==> config.mk <==
export PLATFORM = sky130hd
export DESIGN_NAME = es_descriptor_classifier
export DESIGN_NICKNAME = d
export VERILOG_FILES = /design/src/rtl/esdc_pkg.sv /design/src/rtl/es_descriptor_classifier.sv /design/src/rtl/esdc_front.sv /design/src/rtl/esdc_queue.sv /design/src/rtl/esdc_back.sv
export VERILOG_INCLUDE_DIRS = /design/src /design/src/rtl
export SDC_FILE = /design/constraint.sdc
export NUM_CORES = 1
export LEC_CHECK = 0
export BUFFER_PORTS_ARGS = -buffer_cell sky130_fd_sc_hd__buf_2
export CAP_MARGIN = 20
export CORE_MARGIN = 10
export CORE_UTILIZATION = 35
export CTS_CLUSTER_SIZE = 28
export DETAILED_ROUTE_END_ITERATION = 6
export PLACE_DENSITY = 0.52
export SLEW_MARGIN = 0
export SYNTH_ARGS = -nofsm -noshare
export SYNTH_HDL_FRONTEND = slang
export SYNTH_HIERARCHICAL = 1
export SYNTH_SLANG_ARGS = --single-unit
==> constraint.sdc <==
create_clock -name clk -period 9.4 [get_ports clk]
set_input_delay 1.41 -clock clk [delete_from_list [all_inputs] [get_ports clk]]
set_output_delay 1.41 -clock clk [all_outputs]
set_load 0.01 [all_outputs]
==> src/rtl/es_descriptor_classifier_macros.svh <==
// Assertion helpers shared by esdc_front and esdc_queue.
`ifndef ES_DESCRIPTOR_CLASSIFIER_MACROS_SVH
`define ES_DESCRIPTOR_CLASSIFIER_MACROS_SVH

// Check that a condition implies a consequence in the same cycle.
`define ESDC_ASSERT_IMP(lbl, a, c) \
    lbl: assert property (@(posedge clk) disable iff (!rst_n) (a) |-> (c)) \
        else $error("assertion failed");

// Check that a condition implies a consequence in the next cycle.
`define ESDC_ASSERT_NEXT(lbl, a, c) \
    lbl: assert property (@(posedge clk) disable iff (!rst_n) (a) |=> (c)) \
        else $error("assertion failed");

`endif

==> src/rtl/esdc_pkg.sv <==
`default_nettype none
package esdc_pkg;

    localparam logic [7:0] TAG_TTX  = 8'h56;
    localparam logic [7:0] TAG_SUB  = 8'h59;
    localparam logic [7:0] TAG_AC3  = 8'h6A;
    localparam logic [7:0] TAG_EAC3 = 8'h7A;
    localparam logic [7:0] TAG_AIT  = 8'h6F;
    localparam logic [7:0] TAG_LANG = 8'h0A;

    localparam logic [7:0] SK_MPEG1V = 8'h01;
    localparam logic [7:0] SK_MPEG2V = 8'h02;
    localparam logic [7:0] SK_MPEG1A = 8'h03;
    localparam logic [7:0] SK_MPEG2A = 8'h04;
    localparam logic [7:0] SK_PRIV   = 8'h05;
    localparam logic [7:0] SK_PES    = 8'h06;
    localparam logic [7:0] SK_AAC    = 8'h0F;
    localparam logic [7:0] SK_LATM   = 8'h11;
    localparam logic [7:0] SK_H264   = 8'h1B;
    localparam logic [7:0] SK_HEVC   = 8'h24;
    localparam logic [7:0] SK_AC3    = 8'h81;
    localparam logic [7:0] SK_EAC3   = 8'h87;

    localparam logic [2:0] CLS_DATA = 3'd0;
    localparam logic [2:0] CLS_VID  = 3'd1;
    localparam logic [2:0] CLS_AUD  = 3'd2;
    localparam logic [2:0] CLS_TTX  = 3'd3;
    localparam logic [2:0] CLS_SUB  = 3'd4;
    localparam logic [2:0] CLS_AIT  = 3'd5;

    localparam logic [3:0] COD_NONE = 4'd0;
    localparam logic [3:0] COD_M2V  = 4'd1;
    localparam logic [3:0] COD_H264 = 4'd2;
    localparam logic [3:0] COD_HEVC = 4'd3;
    localparam logic [3:0] COD_MP2A = 4'd4;
    localparam logic [3:0] COD_AAC  = 4'd5;
    localparam logic [3:0] COD_LATM = 4'd6;
    localparam logic [3:0] COD_AC3  = 4'd7;
    localparam logic [3:0] COD_EAC3 = 4'd8;

    localparam int QUEUE_DEPTH = 2;

    typedef enum logic [1:0] {
        PH_TAG,
        PH_LEN,
        PH_BODY
    } phase_t;

    // Everything the back end needs to build one result.
    typedef struct packed {
        logic [7:0]  kind;
        logic        f_ttx;
        logic        f_sub;
        logic        f_ac3;
        logic        f_eac3;
        logic        f_ait;
        logic        sub_valid;
        logic        lang_valid;
        logic [39:0] ttx;
        logic [63:0] sub;
        logic [23:0] lang;
    } summary_t;

    typedef struct packed {
        logic [2:0]  stream_class;
        logic [3:0]  codec_id;
        logic [23:0] language;
        logic [9:0]  teletext_page;
        logic [4:0]  teletext_kind;
        logic [23:0] teletext_language;
        logic [7:0]  subtitle_kind;
        logic [15:0] composition_page;
        logic [15:0] ancillary_page;
    } result_t;

endpackage
`default_nettype wire

==> src/rtl/es_descriptor_classifier.sv <==
// A stream's summary enters the queue when its last byte is taken and reaches out_valid via the output register.
// Throughput: one descriptor byte per cycle; the input stalls only while the queue is full.
// A two-entry summary queue and an output register let the back end stall alone.
// Reset (rst_n, async active low) clears parser state, queue pointers and out_valid.
`default_nettype none
module es_descriptor_classifier
    import esdc_pkg::*;
#(
    parameter int DEPTH = QUEUE_DEPTH
)
(
    input  wire logic        clk,
    input  wire logic        rst_n,
    input  wire logic        in_valid,
    output logic             in_stall,
    input  wire logic [7:0]  stream_kind,
    input  wire logic [7:0]  data_byte,
    input  wire logic        no_byte,
    input  wire logic        last_byte,
    output logic             out_valid,
    input  wire logic        out_stall,
    output logic [2:0]       stream_class,
    output logic [3:0]       codec_id,
    output logic [23:0]      language,
    output logic [9:0]       teletext_page,
    output logic [4:0]       teletext_kind,
    output logic [23:0]      teletext_language,
    output logic [7:0]       subtitle_kind,
    output logic [15:0]      composition_page,
    output logic [15:0]      ancillary_page
);

    summary_t sum_word, head_word;
    result_t  res;
    logic     sum_push, full, not_empty, pop, in_take;

    assign in_stall = full;
    assign in_take  = in_valid && !full;

    esdc_front u_front (
        .clk, .rst_n, .in_take, .stream_kind, .data_byte, .no_byte, .last_byte,
        .sum_word, .sum_push
    );

    esdc_queue #(.DEPTH(DEPTH)) u_queue (
        .clk, .rst_n, .push(sum_push), .push_word(sum_word), .full, .not_empty,
        .pop, .head_word
    );

    esdc_back u_back (
        .clk, .rst_n, .head_word, .head_valid(not_empty), .pop, .out_stall,
        .out_valid, .out_word(res)
    );

    assign stream_class      = res.stream_class;
    assign codec_id          = res.codec_id;
    assign language          = res.language;
    assign teletext_page     = res.teletext_page;
    assign teletext_kind     = res.teletext_kind;
    assign teletext_language = res.teletext_language;
    assign subtitle_kind     = res.subtitle_kind;
    assign composition_page  = res.composition_page;
    assign ancillary_page    = res.ancillary_page;

endmodule
`default_nettype wire

==> src/rtl/esdc_front.sv <==
`default_nettype none
`include "es_descriptor_classifier_macros.svh"
module esdc_front
    import esdc_pkg::*;
(
    input  wire logic     clk,
    input  wire logic     rst_n,
    input  wire logic     in_take,
    input  wire logic [7:0] stream_kind,
    input  wire logic [7:0] data_byte,
    input  wire logic     no_byte,
    input  wire logic     last_byte,
    output summary_t      sum_word,
    output logic          sum_push
);

    phase_t      phase_reg, phase_next;
    logic [7:0]  tag_reg, tag_next;
    logic [7:0]  len_reg, len_next;
    logic [7:0]  idx_reg, idx_next;
    logic [5:0]  found_reg, found_next;
    logic [31:0] ebuf_reg, ebuf_next;
    logic [63:0] pend_reg, pend_next;
    logic [39:0] ttx_reg, ttx_next;
    logic [63:0] sub_reg, sub_next;
    logic [23:0] lang_reg, lang_next;
    logic        subv_reg, subv_next;
    logic        langv_reg, langv_next;
    logic [2:0]  pos_reg, pos_next;

    logic [5:0]  mask;
    logic        active;
    logic        commit;
    logic [7:0]  commit_len;
    logic [7:0]  idx_inc;
    logic [2:0]  mag;
    logic [4:0]  ty;
    logic [9:0]  page;
    logic        pref;

    always_comb
    begin
        case (tag_reg)
            TAG_TTX:  mask = 6'b000001;
            TAG_SUB:  mask = 6'b000010;
            TAG_AC3:  mask = 6'b000100;
            TAG_EAC3: mask = 6'b001000;
            TAG_AIT:  mask = 6'b010000;
            TAG_LANG: mask = 6'b100000;
            default:  mask = 6'b000000;
        endcase
    end

    assign active  = (mask != 6'd0) && ((found_reg & mask) == 6'd0);
    assign idx_inc = idx_reg + 8'd1;
    assign mag     = ebuf_reg[2:0];
    assign ty      = ebuf_reg[7:3];
    assign page    = 10'((mag == 3'd0) ? 4'd8 : {1'b0, mag}) * 10'd100
                   + 10'(data_byte[7:4]) * 10'd10 + 10'(data_byte[3:0]);
    assign pref    = (ty == 5'd2) || (ty == 5'd5);

    always_comb
    begin
        phase_next = phase_reg;
        tag_next   = tag_reg;
        len_next   = len_reg;
        idx_next   = idx_reg;
        found_next = found_reg;
        ebuf_next  = ebuf_reg;
        pend_next  = pend_reg;
        ttx_next   = ttx_reg;
        sub_next   = sub_reg;
        lang_next  = lang_reg;
        subv_next  = subv_reg;
        langv_next = langv_reg;
        pos_next   = pos_reg;
        commit     = 1'b0;
        commit_len = len_reg;
        if (in_take && !no_byte)
        begin
            unique case (phase_reg)
                PH_TAG:
                begin
                    tag_next   = data_byte;
                    phase_next = PH_LEN;
                end
                PH_LEN:
                begin
                    len_next   = data_byte;
                    idx_next   = 8'd0;
                    pos_next   = 3'd0;
                    ebuf_next  = 32'd0;
                    pend_next  = 64'd0;
                    commit_len = data_byte;
                    if (data_byte == 8'd0)
                    begin
                        commit     = 1'b1;
                        phase_next = PH_TAG;
                    end
                    else
                        phase_next = PH_BODY;
                end
                default:
                begin
                    if (active)
                    begin
                        if (mask[0] && !pend_reg[39])
                        begin
                            if (pos_reg != 3'd4)
                                ebuf_next = {ebuf_reg[23:0], data_byte};
                            else
                            begin
                                if (pend_reg[38:29] == 10'd0 || pref)
                                    pend_next = {24'd0, pref, page, ty, ebuf_reg[31:8]};
                                else if (pref)
                                    pend_next[39] = 1'b1;
                                ebuf_next = 32'd0;
                            end
                        end
                        else if (mask[1] && idx_reg < 8'd8)
                            pend_next = {pend_reg[55:0], data_byte};
                        else if (mask[5] && idx_reg < 8'd3)
                            ebuf_next = {ebuf_reg[23:0], data_byte};
                    end
                    idx_next = idx_inc;
                    pos_next = (pos_reg == 3'd4) ? 3'd0 : pos_reg + 3'd1;
                    if (idx_inc == len_reg)
                    begin
                        commit     = 1'b1;
                        phase_next = PH_TAG;
                    end
                end
            endcase
        end
        if (commit && active)
        begin
            found_next = found_reg | mask;
            if (mask[0])
                ttx_next = pend_next[39:0] & 40'h7F_FFFF_FFFF;
            else if (mask[1])
            begin
                subv_next = commit_len >= 8'd8;
                sub_next  = (commit_len >= 8'd8) ? pend_next : 64'd0;
            end
            else if (mask[5])
            begin
                langv_next = commit_len >= 8'd3;
                lang_next  = (commit_len >= 8'd3) ? ebuf_next[23:0] : 24'd0;
            end
        end
    end

    always_comb
    begin
        sum_push            = in_take && last_byte;
        sum_word.kind       = stream_kind;
        sum_word.f_ttx      = found_next[0];
        sum_word.f_sub      = found_next[1];
        sum_word.f_ac3      = found_next[2];
        sum_word.f_eac3     = found_next[3];
        sum_word.f_ait      = found_next[4];
        sum_word.sub_valid  = subv_next;
        sum_word.lang_valid = langv_next;
        sum_word.ttx        = ttx_next;
        sum_word.sub        = sub_next;
        sum_word.lang       = lang_next;
    end

    always_ff @(posedge clk or negedge rst_n)
    begin
        if (!rst_n)
        begin
            phase_reg <= PH_TAG;
            tag_reg   <= 8'd0;
            len_reg   <= 8'd0;
            idx_reg   <= 8'd0;
            found_reg <= 6'd0;
            ebuf_reg  <= 32'd0;
            pend_reg  <= 64'd0;
            ttx_reg   <= 40'd0;
            sub_reg   <= 64'd0;
            lang_reg  <= 24'd0;
            subv_reg  <= 1'b0;
            langv_reg <= 1'b0;
            pos_reg   <= 3'd0;
        end
        else if (in_take && last_byte)
        begin
            // clear all per-stream state
            phase_reg <= PH_TAG;
            tag_reg   <= 8'd0;
            len_reg   <= 8'd0;
            idx_reg   <= 8'd0;
            found_reg <= 6'd0;
            ebuf_reg  <= 32'd0;
            pend_reg  <= 64'd0;
            ttx_reg   <= 40'd0;
            sub_reg   <= 64'd0;
            lang_reg  <= 24'd0;
            subv_reg  <= 1'b0;
            langv_reg <= 1'b0;
            pos_reg   <= 3'd0;
        end
        else
        begin
            phase_reg <= phase_next;
            tag_reg   <= tag_next;
            len_reg   <= len_next;
            idx_reg   <= idx_next;
            found_reg <= found_next;
            ebuf_reg  <= ebuf_next;
            pend_reg  <= pend_next;
            ttx_reg   <= ttx_next;
            sub_reg   <= sub_next;
            lang_reg  <= lang_next;
            subv_reg  <= subv_next;
            langv_reg <= langv_next;
            pos_reg   <= pos_next;
        end
    end

    `ESDC_ASSERT_NEXT(a_last_clears, in_take && last_byte, found_reg == 6'd0 && phase_reg == PH_TAG)
    `ESDC_ASSERT_IMP(a_pos_range, 1'b1, pos_reg <= 3'd4)
    `ESDC_ASSERT_IMP(a_subv_found, subv_reg, found_reg[1])
    `ESDC_ASSERT_IMP(a_langv_found, langv_reg, found_reg[5])

endmodule
`default_nettype wire

==> src/rtl/esdc_queue.sv <==
`default_nettype none
`include "es_descriptor_classifier_macros.svh"
module esdc_queue
    import esdc_pkg::*;
#(
    parameter int DEPTH = QUEUE_DEPTH
)
(
    input  wire logic clk,
    input  wire logic rst_n,
    input  wire logic push,
    input  summary_t  push_word,
    output logic      full,
    output logic      not_empty,
    input  wire logic pop,
    output summary_t  head_word
);

    localparam int AW = (DEPTH > 1) ? $clog2(DEPTH) : 1;

    summary_t          mem [DEPTH];
    logic [AW-1:0]     wr_reg, rd_reg;
    logic [AW:0]       cnt_reg;

    function automatic logic [AW-1:0] bump(input logic [AW-1:0] p);
        return (p == AW'(DEPTH - 1)) ? '0 : p + 1'b1;
    endfunction

    assign full      = cnt_reg == (AW+1)'(DEPTH);
    assign not_empty = cnt_reg != '0;
    assign head_word = mem[rd_reg];

    always_ff @(posedge clk)
    begin
        if (push)
            mem[wr_reg] <= push_word;
    end

    always_ff @(posedge clk or negedge rst_n)
    begin
        if (!rst_n)
        begin
            wr_reg  <= '0;
            rd_reg  <= '0;
            cnt_reg <= '0;
        end
        else
        begin
            if (push)
                wr_reg <= bump(wr_reg);
            if (pop)
                rd_reg <= bump(rd_reg);
            cnt_reg <= cnt_reg + (AW+1)'(push) - (AW+1)'(pop);
        end
    end

    `ESDC_ASSERT_IMP(a_no_overflow, push && !pop, !full)
    `ESDC_ASSERT_IMP(a_no_underflow, pop, not_empty)
    `ESDC_ASSERT_IMP(a_cnt_range, 1'b1, cnt_reg <= (AW+1)'(DEPTH))

endmodule
`default_nettype wire

==> src/rtl/esdc_back.sv <==
`default_nettype none
module esdc_back
    import esdc_pkg::*;
(
    input  wire logic clk,
    input  wire logic rst_n,
    input  summary_t  head_word,
    input  wire logic head_valid,
    output logic      pop,
    input  wire logic out_stall,
    output logic      out_valid,
    output result_t   out_word
);

    result_t r;
    logic    valid_reg;
    result_t res_reg;

    always_comb
    begin
        r = '0;
        unique case (head_word.kind)
            SK_MPEG1V, SK_MPEG2V:
            begin
                r.stream_class = CLS_VID; r.codec_id = COD_M2V;
            end
            SK_H264: begin r.stream_class = CLS_VID; r.codec_id = COD_H264; end
            SK_HEVC: begin r.stream_class = CLS_VID; r.codec_id = COD_HEVC; end
            SK_MPEG1A, SK_MPEG2A:
            begin
                r.stream_class = CLS_AUD; r.codec_id = COD_MP2A;
            end
            SK_AAC:  begin r.stream_class = CLS_AUD; r.codec_id = COD_AAC; end
            SK_LATM: begin r.stream_class = CLS_AUD; r.codec_id = COD_LATM; end
            SK_AC3:  begin r.stream_class = CLS_AUD; r.codec_id = COD_AC3; end
            SK_EAC3: begin r.stream_class = CLS_AUD; r.codec_id = COD_EAC3; end
            SK_PES:
            begin
                if (head_word.f_ttx)
                begin
                    r.stream_class      = CLS_TTX;
                    r.teletext_page     = head_word.ttx[38:29];
                    r.teletext_kind     = head_word.ttx[28:24];
                    r.teletext_language = head_word.ttx[23:0];
                end
                else if (head_word.f_sub)
                begin
                    r.stream_class = CLS_SUB;
                    if (head_word.sub_valid)
                    begin
                        r.language         = head_word.sub[63:40];
                        r.subtitle_kind    = head_word.sub[39:32];
                        r.composition_page = head_word.sub[31:16];
                        r.ancillary_page   = head_word.sub[15:0];
                    end
                end
                else if (head_word.f_ac3)
                begin
                    r.stream_class = CLS_AUD; r.codec_id = COD_AC3;
                end
                else if (head_word.f_eac3)
                begin
                    r.stream_class = CLS_AUD; r.codec_id = COD_EAC3;
                end
            end
            SK_PRIV:
            begin
                if (head_word.f_ait)
                    r.stream_class = CLS_AIT;
            end
            default: r.stream_class = CLS_DATA;
        endcase
        if (head_word.lang_valid)
            r.language = head_word.lang;
    end

    // load the output register when a queue entry waits and the register is empty or being taken
    assign pop       = head_valid && (!valid_reg || !out_stall);
    assign out_valid = valid_reg;
    assign out_word  = res_reg;

    always_ff @(posedge clk)
    begin
        if (pop)
            res_reg <= r;
    end

    always_ff @(posedge clk or negedge rst_n)
    begin
        if (!rst_n)
            valid_reg <= 1'b0;
        else if (pop)
            valid_reg <= 1'b1;
        else if (!out_stall)
            valid_reg <= 1'b0;
    end

endmodule
`default_nettype wire
* After elaboration in Yosys (flattened, before gate mapping)
Memory sizes are Yosys's and may differ from the RTL's.
Index checks and enable logic that the tools add are counted.
** Storage, ports and cells
- Input port bits :: 22
- Output and inout bits :: 112
- Memories kept :: 1
- Register bits after elaboration :: 376
- Bits in writable memories :: 286
- Word-level logic and storage cells :: 207
** Memories
- u_queue.mem :: words 2, width 143, rd ports 1, clocked after memory_dff 0, wr ports 1, line esdc_queue.sv:21 : summary_t mem [DEPTH];
** Cells by class
- Reductions and logical operators :: 40
- $add $sub $neg :: 8
- Mux-type cells :: 91
- $mul :: 2
- Bitwise operators :: 5
- Eq/ne operators :: 28
- Order comparisons :: 4
** Operator list (count)
- 64-bit 2-to-1 mux :: 11
- 24-bit 2-to-1 mux :: 10
- 40-bit 2-to-1 mux :: 6
- 32-bit 2-to-1 mux :: 7
- 64-bit case mux with 2 select lines :: 1
- 103-bit 2-to-1 mux :: 1
- 39-bit 2-to-1 mux :: 2
- 8-bit 2-to-1 mux :: 8
- 32-bit case mux with 2 select lines :: 1
- 8-bit by 7-bit equality test with 1-bit output (second input constant) :: 5
- 4-bit case mux with 9 select lines :: 1
- 6-bit case mux with 6 select lines :: 1
- 28-bit 2-to-1 mux :: 1
- 8-bit by 3-bit equality test with 1-bit output (second input constant) :: 3
- 6-bit 2-to-1 mux :: 4
- 1-bit 2-to-1 mux :: 20
- 3-bit 2-to-1 mux :: 6
- 8-bit by 2-bit equality test with 1-bit output (second input constant) :: 2
- 8-bit by 4-bit equality test with 1-bit output (second input constant) :: 2
- 8-bit by 5-bit equality test with 1-bit output (second input constant) :: 2
- 8-bit equality test (second input constant) :: 2
- 8-bit case mux with 2 select lines :: 1
- 3-bit case mux with 4 select lines :: 1
- 10-bit by 4-bit adder with 10-bit output :: 1
- other kinds (48) :: 79

* Logic depth before layout (Yosys ltp)
- Word-level depth :: 16
- Gate-level depth with buffers :: 14

* By module
The synthesis kept the hierarchy.
** Modules (own cells, without submodules)
- esdc_front :: cells each 1683, times used 1, seq. area each 6531.3 sq um, area each 14281.2 sq um
- esdc_queue :: cells each 460, times used 1, seq. area each 8688.3 sq um, area each 10752.8 sq um
- esdc_back :: cells each 312, times used 1, seq. area each 3328.2 sq um, area each 4642.0 sq um
- es_descriptor_classifier :: cells each 1, times used 1, seq. area each 0.0 sq um, area each 13.8 sq um

* Worst setup path after synthesis
No wires, ideal clock.
- Kind :: input-to-reg
- From :: input port out_stall
- To :: register u_queue.cnt_reg[1]
- Arrival :: 11.109 ns
- Library setup time :: 0.136 ns
- Path buffers :: 0
- Slack :: -1.845 ns
- Stages :: 5
- Cell sequence :: a21boi_0 ha_1 inv_1 ha_1 xor3_1
** Between the ends
- Word-level cells in the longest chain between the ends :: 4
** Ends and longest elaborated chain
- from (decl) :: line es_descriptor_classifier.sv:21 : input wire logic out_stall,
- 1-bit logical NOT :: line esdc_back.sv:78 : assign pop = head_valid && (!valid_reg || !out_stall);
- 1-bit logical OR :: line esdc_back.sv:78
- 1-bit logical AND :: line esdc_back.sv:78
- 2-bit by 1-bit subtractor with 2-bit output :: line esdc_queue.sv:53 : cnt_reg <= cnt_reg + (AW+1)'(push) - (AW+1)'(pop);
- to (signal assigned) :: line esdc_queue.sv:53
- to (decl) :: line esdc_queue.sv:23 : logic [AW:0] cnt_reg;
No other way between the ends.
A chain may end at the register's enable or synchronous reset.

==> metrics.txt <==
fmax 216 MHz; post-layout min period 4.64 ns; CP peak stage delay 0.48 ns; critical-path cell list buf_2, ha_1, ha_1, fa_1, xor2_1, ha_1, ha_1, and2_1, a221oi_1, a31oi_1, o2111ai_1, a21oi_1, a21oi_1, o21ai_1; final hold viol count 0; drt drc 0; final setup fails 0; CP dominant cell by count ha_1; total CTS buffers between 70 and 80; clock tree buffer depth 3; Critical Path End Type register; H-tree depth 3; via total after detailed routing 19,700; Via density roughly 5.3; hold crit path type reg2reg; die width slightly above 300 um; Placer Congestion 0.898; initial drt markers around 1,600; fraction of layout instances using a drive strength above 1 a little under a fifth; power density cells 246 nW/um^2; Slew headroom 25.4%; HPWL Detailed about 52,000 um; DR pass1 iterations 5; Syn Nets between 2,000 and 2,500; VDD IR max between 0.15 and 0.2 mV; run status complete, no violations; die footprint 96,500 sq um; initial antenna violation count 3; area grow syn2layout 14.4%; measured slew at the worst slew-check pin between 1 and 1.5 ns; setup TNS 0 ns; IO Pins approximately 130; Clock Sinks 659; Setup CP Type in2reg; WL final just over 80,000 um; post-CTS resize count 0; critical path data arrival time between 4 and 5 ns; Slew Limit Fails 0; diodes inserted 0; CTS Hold Bufs 0; Starting Density ~35%; Top reg by flops u_queue/mem; RSZ-0062 raised after global routing false; max-cap viol count 0; Startpoint Class input port; critical path's slowest cell a221oi_1; largest net degree at the start of global routing ~150; CP bufs+invs 1; first-pass GRT wire length 125,000 um; CTS tree yes; post-CTS setup buffers 0; GR Overflow Total 0; Cells after Synth approximately 2,500; Die H around 310 um; period utilization 49.4%; clock root cell clkbuf_16; vias in the first global route 20,000; final worst setup slack about 4.8 ns; Critical Path RT between 9 and 10 ns; Leak about 14 nW; floorplan row count between 100 and 150; Placeable Area 83,700 sq um; nets about 2,600; worst-path fanout max 7; later-pin clock latency in the skew report approximately 0.63 ns; Ys Warns 6; CTS clk-pin slew, worst paths 0.06 ns; antenna-violating nets left 0; Worst Clk Skew 0.0329 ns; input/output buffers 133; GRT Util Overall 16.4%; routed len/inst roughly 22 um; mean post-synth cell area 12.1 sq um; mapped cell area around 30,000 sq um; Top delay family on crit path adder cells; max reg flops between 200 and 300; Setup Slack @ Placement 4.13 ns
cell type report:
type | count | area (sq um)
Tap cell | 1134 | 1420
Timing Repair Buffer | 169 | 1010
Clock buffer | 106 | 2170
Multi-Input combinational cell | 1586 | 10200
Fill cell | 7882 | 49800
Inverter | 15 | 58.8
Clock inverter | 35 | 477
Sequential cell | 659 | 18500
worst min-delay path: stages, from the launching register on:
cell and delay (ns):
dfrtp_1 0.34, nand3_1 0.06, o21ai_1 0.06
worst paths after layout:
path | slack, ns | depth (start not counted) | to | start
max in group asynchronous | 6.97 | 2 | u_queue/rd_reg | rst_n
max reg2reg | 5.17 | 8 | u_queue/mem[0][31] | u_queue/cnt_reg[1]
max | 4.76 | 14 | u_queue/mem[1][62] | data_byte[5]
min | 0.50 | 2 | u_front/sub_reg[6] | u_front/sub_reg[6]
min reg2reg | 0.50 | 2 | u_front/sub_reg[6] | u_front/sub_reg[6]
min in group asynchronous | 0.89 | 1 | u_front/sub_reg[56] | rst_n
power breakdown:
part	internal [mW]	switching, mW
registers	3.46	0.127
clock network	1.90	1.20
logic	0.587	1.05
layout by cell type (no fill, tap or decap), drive strengths merged, types with 6 or more instances in the layout:
cell     count
a22oi       62
a21oi      136
a22o        43
bufinv      10
nand3b       6
o2bb2ai     24
o21ai      146
nor2b       34
a211oi       9
nand4       27
nor4        10
and3        48
o221ai      35
nor3         9
clkinv      21
o31a        36
nand2b      11
nand3       69
nand2      400
mux2       143
nor2       122
a21o         7
inv         19
ha          23
and2        80
xor2        11
dfrtp      265
edfxtp     394
xnor2       10
buf        169
clkbuf     106
metal layers:
metal | wire [um] | track usage, % | share of wire [%] | vias to the layer above
met5 | 21 | 0 | 0.026 | -
met2 | 40200 | 27.8 | 49 | 544
met1 | 35200 | 21.4 | 43 | 9999
met3 | 4220 | 2.92 | 5.2 | 108
met4 | 1650 | 4.33 | 2.0 | 4
li1 | - | - | - | 9079
stage by stage:
step                      instance area, sq um  instances  hold WS (ns)  total power, mW  util (%)
final                                    33800       3704         0.505             8.32      40.4
after global routing                     33800       3704         0.534             8.70      40.4
after CTS                                33800       3702         0.508             8.46      40.4
after detailed placement                 31200       3561         0.496             5.32      37.2
after global placement                   31100       3559         0.483             5.29      37.2
after floorplan                          29600       2450         0.469             4.74         -
Note: power is estimated with default switching activity, not from simulation.
